$ cat config.mk
export PLATFORM = sky130hd
export DESIGN_NAME = silu_front
export DESIGN_NICKNAME = d
export VERILOG_FILES = /design/src/rtl/core/silu_pkg.sv /design/src/rtl/core/silu_front.sv
export SDC_FILE = /design/constraint.sdc
export NUM_CORES = 1
export LEC_CHECK = 0
export BUFFER_PORTS_ARGS = -buffer_cell sky130_fd_sc_hd__clkbuf_2
export CAP_MARGIN = 10
export CORE_MARGIN = 2
export CORE_UTILIZATION = 57
export CTS_BUF_LIST = sky130_fd_sc_hd__clkbuf_4 sky130_fd_sc_hd__clkbuf_8 sky130_fd_sc_hd__clkbuf_16
export CTS_CLUSTER_SIZE = 40
export DETAILED_ROUTE_END_ITERATION = 7
export GPL_ROUTABILITY_DRIVEN = 0
export PLACE_DENSITY = 0.87
export SLEW_MARGIN = 20
export SYNTH_ARGS = -nofsm -noshare
export SYNTH_HDL_FRONTEND = slang
export SYNTH_SLANG_ARGS = --single-unit
$ cat constraint.sdc
create_clock -name clk -period 2.37 [get_ports clk]
set_input_delay 0.474 -clock clk [delete_from_list [all_inputs] [get_ports clk]]
set_output_delay 0.474 -clock clk [all_outputs]
set_load 0.02 [all_outputs]
$ cat src/rtl/core/silu_pkg.sv
`timescale 1ns / 1ps
`default_nettype none

package silu_pkg;

  // number formats
  localparam int DATA_WIDTH       = 16;
  localparam int FRAC_BITS        = 12;
  localparam int SIGMOID_SEGMENTS = 64;
  localparam int SIG_BITS         = 30;
  localparam int SPAN_SHIFT       = FRAC_BITS + 3;

  // derived widths
  localparam int IDX_W   = $clog2(SIGMOID_SEGMENTS + 1);
  localparam int POS_W   = DATA_WIDTH + IDX_W;
  localparam int KNOT_W  = SIG_BITS + 1;
  localparam int S_W     = SIG_BITS + 1;
  localparam int FWD_W   = DATA_WIDTH + S_W + 1;
  localparam int SIGP_W  = 2 * S_W;
  localparam int TPROD_W = DATA_WIDTH + S_W + 1;
  localparam int D_W     = SIG_BITS + 3;
  localparam int DG_W    = D_W + DATA_WIDTH;
  localparam int Y_W     = DG_W - SIG_BITS + 1;
  localparam int WIDE_W  = 128;

  // stream widths, padded to whole bytes
  localparam int TDATA_IN_W  = ((2 * DATA_WIDTH + 7) / 8) * 8;
  localparam int TDATA_OUT_W = ((DATA_WIDTH + 7) / 8) * 8;

  // queue between front and back
  localparam int QUEUE_DEPTH = 4;
  localparam int QPTR_W      = $clog2(QUEUE_DEPTH);
  localparam int QCNT_W      = $clog2(QUEUE_DEPTH + 1);

  localparam logic [S_W-1:0] SIG_ONE = S_W'(64'd1 << SIG_BITS);

  localparam logic signed [D_W-1:0] DERIV_MAX = D_W'(64'sd2 <<< SIG_BITS);
  localparam logic signed [D_W-1:0] DERIV_MIN = -DERIV_MAX;

  localparam logic signed [DATA_WIDTH-1:0] DATA_MAX = {1'b0, {(DATA_WIDTH - 1){1'b1}}};
  localparam logic signed [DATA_WIDTH-1:0] DATA_MIN = {1'b1, {(DATA_WIDTH - 1){1'b0}}};

  // exp series step in Q30: 8 / segments, rounded
  localparam logic [63:0] STEP_A =
    ((64'd8 << SIG_BITS) + 64'(SIGMOID_SEGMENTS / 2)) / 64'(SIGMOID_SEGMENTS);

  typedef enum logic {
    OP_FORWARD  = 1'b0,
    OP_BACKWARD = 1'b1
  } op_t;

  typedef struct packed {
    op_t                          op;
    logic signed [DATA_WIDTH-1:0] x;
    logic signed [DATA_WIDTH-1:0] g;
  } item_t;

  typedef logic [KNOT_W-1:0] knot_tab_t [SIGMOID_SEGMENTS + 1];

  // shift-subtract division, used only while building the knot table
  function automatic logic [63:0] udiv64(input logic [63:0] num, input logic [63:0] den);
    logic [63:0] rem;
    logic [63:0] quo;
    rem = '0;
    quo = '0;
    for (int i = 63; i >= 0; i--) begin
      rem = {rem[62:0], num[i]};
      if (rem >= den) begin
        rem    = rem - den;
        quo[i] = 1'b1;
      end
    end
    return quo;
  endfunction

  // sigmoid knots in Q30 at |x| = 8k / segments
  function automatic knot_tab_t build_knots();
    knot_tab_t          tab;
    logic [63:0]        term;
    logic [63:0]        e;
    logic [63:0]        q;
    logic [63:0]        d;
    logic signed [63:0] sum;
    term = 64'd1 << SIG_BITS;
    e    = 64'd1 << SIG_BITS;
    sum  = 64'sd1 <<< SIG_BITS;
    for (int n = 1; n < 64; n++) begin
      if (term != 64'd0) begin
        term = udiv64((term * STEP_A) >> SIG_BITS, 64'(n));
        if (n[0]) begin
          sum = sum - $signed(term);
        end else begin
          sum = sum + $signed(term);
        end
      end
    end
    q = (sum < 0) ? 64'd0 : $unsigned(sum);
    for (int k = 0; k <= SIGMOID_SEGMENTS; k++) begin
      if (k > 0) begin
        e = (e * q + (64'd1 << (SIG_BITS - 1))) >> SIG_BITS;
      end
      d      = (64'd1 << SIG_BITS) + e;
      tab[k] = KNOT_W'(udiv64((64'd1 << (2 * SIG_BITS)) + (d >> 1), d));
    end
    return tab;
  endfunction

  localparam knot_tab_t KNOT_TABLE = build_knots();

  // arithmetic right shift, rounding half away from zero
  function automatic logic signed [WIDE_W-1:0] round_shr(
    input logic signed [WIDE_W-1:0] v,
    input int unsigned              sh
  );
    logic signed [WIDE_W-1:0] half;
    logic signed [WIDE_W-1:0] sum;
    half = 1;
    half = half <<< (sh - 1);
    sum  = v + half;
    if (v < 0) begin
      sum = sum - 1;
    end
    return sum >>> sh;
  endfunction

endpackage

`default_nettype wire

$ cat src/rtl/core/silu_front.sv
`timescale 1ns / 1ps
`default_nettype none

module silu_front (
  input  wire logic            clk,
  input  wire logic            rst,
  input  wire logic            in_valid,
  output logic                 in_ready,
  input  wire silu_pkg::item_t in_item,
  output logic                 head_valid,
  output silu_pkg::item_t      head_item,
  input  wire logic            pop
);
  import silu_pkg::*;

  item_t             slot [QUEUE_DEPTH];
  logic [QPTR_W-1:0] wr_ptr;
  logic [QPTR_W-1:0] rd_ptr;
  logic [QCNT_W-1:0] count;
  logic              push;
  logic              take;
  item_t             classified;

  // classify: keep the low opcode bit, drop the gradient for forward items
  always_comb begin
    classified    = in_item;
    classified.op = op_t'(in_item.op);
    if (in_item.op == OP_FORWARD) begin
      classified.g = '0;
    end
  end

  assign in_ready   = (count != QCNT_W'(QUEUE_DEPTH));
  assign push       = in_valid && in_ready;
  assign take       = pop && head_valid;
  assign head_valid = (count != '0);
  assign head_item  = slot[rd_ptr];

  // queue storage
  always_ff @(posedge clk) begin
    if (push) begin
      slot[wr_ptr] <= classified;
    end
  end

  // queue pointers and fill count
  always_ff @(posedge clk) begin
    if (rst) begin
      wr_ptr <= '0;
      rd_ptr <= '0;
      count  <= '0;
    end else begin
      if (push) begin
        wr_ptr <= wr_ptr + QPTR_W'(1);
      end
      if (take) begin
        rd_ptr <= rd_ptr + QPTR_W'(1);
      end
      unique case ({push, take})
        2'b10:   count <= count + QCNT_W'(1);
        2'b01:   count <= count - QCNT_W'(1);
        default: count <= count;
      endcase
    end
  end

endmodule

`default_nettype wire

Word-level counts from Yosys, hierarchy flattened
Memories as Yosys holds them, arrays and structs flattened. A register that Yosys moved wholly into a read port is not among the register bits.
Cells that the tools add are included.

storage, ports and cells
  input port bits = 37
  memories = 1
  logic and storage cells = 21
  output and inout bits = 35
  bits in registers = 7
  RAM bits = 132

memory list
  memory  words  width  rd ports  clocked after Yosys merged registers in  write ports  RTL line          source
  slot    4      33     1         1                                        1            silu_front.sv:16  item_t slot [QUEUE_DEPTH];

operators by class
  reductions and logical operators = 4
  add/subtract/negate cells = 4
  muxes and demuxes = 6
  equality and inequality tests = 3

operator list
  kind                                                                    number
  16-bit 2-to-1 mux                                                       1
  3-bit case mux with 2 select lines                                      1
  2-bit by 1-bit adder with 2-bit output (second input constant)          2
  2-bit 2-to-1 mux                                                        2
  3-bit by 1-bit adder with 3-bit output (second input constant)          1
  3-bit inequality test (second input constant)                           1
  3-bit nonzero test                                                      1
  3-bit by 1-bit subtractor with 3-bit output (second input constant)     1
  2-bit by 1-bit equality test with 1-bit output (second input constant)  1
  2-bit equality test (second input constant)                             1
  1-bit logical AND                                                       2
  1-bit 2-to-1 mux                                                        2
  2-bit nonzero test                                                      1

Longest topological paths before layout
  depth in word-level cells = 4
  gate-level depth with buffers = 9
  gate-level depth less buffers = 9

Worst setup path after synthesis
No wires, ideal clock.

  kind = input to register
  from = input port in_valid
  to = memory slot[0][0] in the netlist's numbering (enable)
  cell stages on the path = 2
  required time = 1977 ps
  arrival time = 1584 ps
  buffers on the path = 0
  setup time = 393 ps
  slack = 392 ps
  cell sequence = a21boi_2 -> and2_1

between the ends
  longest elaborated chain between the ends = 3

RTL lines
  what                                    RTL line          source
  start: declaration                      silu_front.sv:7   input wire logic in_valid,
  1-bit logical AND                       silu_front.sv:34  assign push = in_valid && in_ready;
  1-bit 2-to-1 mux                        silu_front.sv:41  if (push) begin
  1-bit 2-to-1 mux (implied by the code)  silu_front.sv:42  slot[wr_ptr] <= classified;
  end: declaration                        silu_front.sv:16

Every way passes these cells.

==> qor.yml <==
layout:
  postLayoutCoreUtil_pct: 71.6
  diodes: 0
  fin_cells: 468
  finalNetCount: 387
  final.fill_count: 573
  seq_area_um2: 4150
  stdcell_area_um2: 6590
  multi_input_area_um2: 1130
  drive_above_1_share_pct: 44.8
  area_delta_synth_final_pct: 22.2
route:
  ant_nets: 0
  drt-vias-per-instance: 5.60
  vias: 2619
  wl_met1_um: 3620
  wl_met2_um: 4630
  drt_iter0_markers: 109
  wl_per_cell_um: 19.0
  drt_wl_total_um: 8880
  wl_met3_um: 435
  highest_layer: "met4"
  drc: 0
  drt_pre_antenna_iters: 5
timing:
  maxSlewViolCount: 0
  setup_ws_ns: 0.0583
  setup_viol: 0
  fmax_mhz: 433
  period_needed_ns: 2.31
  slew_headroom_pct: 71.4
  hold_viol_final: 0
  worstMarginPinSlew_ns: 0.424
  whs_ns: 0.185
  finalCritPeriodShare_pct: 97.5
  final.setup_skew_ns: 0.00917
global_routing:
  overflow: 0
  grt_usage_pct: 18.3
  grt_max_degree: 34
  antenna_found_initial: 0
  grt_pass1_vias: 2635
  grt_first_pass_wirelength_um: 13200
die:
  die_y_um: 101
  core-area_um2: 9200
  dieWidth_um: 101
  initial_core_util_pct: 58.6
  dieArea_um2: 10200
  row_count: 35
  ioPinCount: 72
hold_path:
  hold_class: "in2reg"
run_status:
  status: "finished clean"
clocking:
  cts.path.max_buffers: 2
  cts_buffers: 17
  insertion_delay_ns: 0.51
  cts.sinks: 141
  htreeDepth: 4
  cts_tree: "yes"
  root_buffer: "clkbuf_8"
  clk_pin_slew_ns: 0.06
place:
  post-place-cells: 425
  placed_cell_area_um2: 5900
  place_hpwl_um: 5260
  dp_slack_ns: 0.267
  io_buffers: 71
power_and_ir_drop:
  ir_drop_v: 0.000542
  power.leakage_nw: 2.36
  powerDensity_nw_per_um2: 1160
setup_path:
  start_kind: "flop"
  crit_path_max_fanout: 15
  worstPathArrival_ns: 1.84
  critical_path_class: "reg2out"
  required_ns: 1.90
  cp-end-kind: "output port"
synth:
  syn_area_per_cell_um2: 22.3
  yosysTopAreaCell: "edfxtp_1"
  synth_top_area_share_pct: 73.6
  seq_area_frac_synth_pct: 76.9
  synth.ff_latch_count: 141
  synth_cells: 242
  synthTopCellsByArea: "edfxtp_1 74%, mux4_2 13%, dfxtp_1 3.3%"
  syn_nets: 285
  syn_area_um2: 5390
  ys_types: 25
  yosysWarnings: 0
job:
  cap_viol_max_count: 0
registers in the layout (all words and copies together), names as in the netlist, named ones only:
signal	count
wr_ptr	2
rd_ptr	2
slot	132
count	3
area by class of cell:
cell class              count  area share (%)
repair buffers             93            8.66
well taps                 111            2.11
clock inverters            13            2.26
clock buffers              19            6.52
inverters                   6           0.342
flip-flops and latches    141            63.0
multi-input cells          85            17.2
critical path, cell delays in order, from the launching register on:
cell	delay, ns
dfxtp_2	0.37
buf_12	0.16
buf_4	0.12
mux4_2	0.49
clkbuf_2	0.17
synth_stat cells, drive strengths merged:
master  count
edfxtp    132
o21ai       1
xnor2       1
mux4       33
o311ai      1
nand2b      2
or3         2
clkbuf      3
nand2       1
buf         7
mux2        1
inv         6
nor2        9
a21oi       2
xor2        3
mux2i       1
o31a        1
dfxtp       9
ha          5
fa          1
and2       20
a21boi      1
worst paths after layout:
check              startpoint            to  slack [ns]  cells past startpoint
hold reg to reg     wr_ptr[1]     wr_ptr[1]        0.52                      2
hold / removal    in_item[30]   slot[1][30]        0.19                      1
setup / recovery         flop  head_item[2]        0.06                      4
setup reg to reg     count[1]      count[2]        0.35                      9
per-stage QoR:
stage	total power, mW	setup TNS [ns]
global route	7.92	-0.00457
floorplan	4.51	0
CTS	7.51	0
finish	7.63	0
global placement	4.94	0
detailed placement	4.98	0
where the power goes:
group          leakage (nW)  switching, mW  internal (mW)
registers              1.30         0.0979           3.02
logic                 0.784           1.06          0.939
clock network         0.281          0.912           1.61
placed cells by master (no fill, tap or decap):
master,netlist,routed
clkbuf_4,0,2
dfxtp_2,0,2
xor2_1,3,3
clkinv_4,0,2
clkinv_2,0,3
and2_1,20,16
nor2_1,9,9
fa_1,1,1
bufinv_16,0,3
clkinv_1,0,3
inv_1,6,6
buf_12,3,4
ha_1,5,5
mux4_1,3,3
mux2_2,1,1
nand2_1,1,1
clkinvlp_4,0,2
or3_1,2,2
xnor2_1,1,1
clkbuf_2,0,71
clkbuf_8,0,1
edfxtp_1,132,132
o311ai_0,1,1
nand2b_1,2,2
o21ai_0,1,1
a21boi_2,1,1
dfxtp_1,9,7
and2_2,0,4
clkbuf_16,0,16
mux2i_1,1,1
o31a_1,1,1
a21oi_1,2,2
mux4_2,30,30
buf_4,0,18
logic make-up after synthesis:
logic type      count (synthesis)  synth area share (%)
simple gates                   34                  3.48
buf+inv                        16                  2.23
fa+ha+maj                       6                  1.53
mux                            35                  14.4
compound gates                  6                 0.813
flops                         141                  76.9
xor+xnor                        4                 0.650
timing repair:
item                       CTS  global route
resized for setup            1             2
setup endpoints to repair   15            14
pin swaps                    0             0
setup buffers                0            11
hold buffers                 0             0
layer usage:
metal / vias up / GRT usage [%]
li1: 1185 / -
met1: 1336 / 22.1
met2: 82 / 29.6
met3: 16 / 6.07
met4: 0 / 9.36
met5: - / 0
Note: power is estimated with default switching activity, not from simulation.
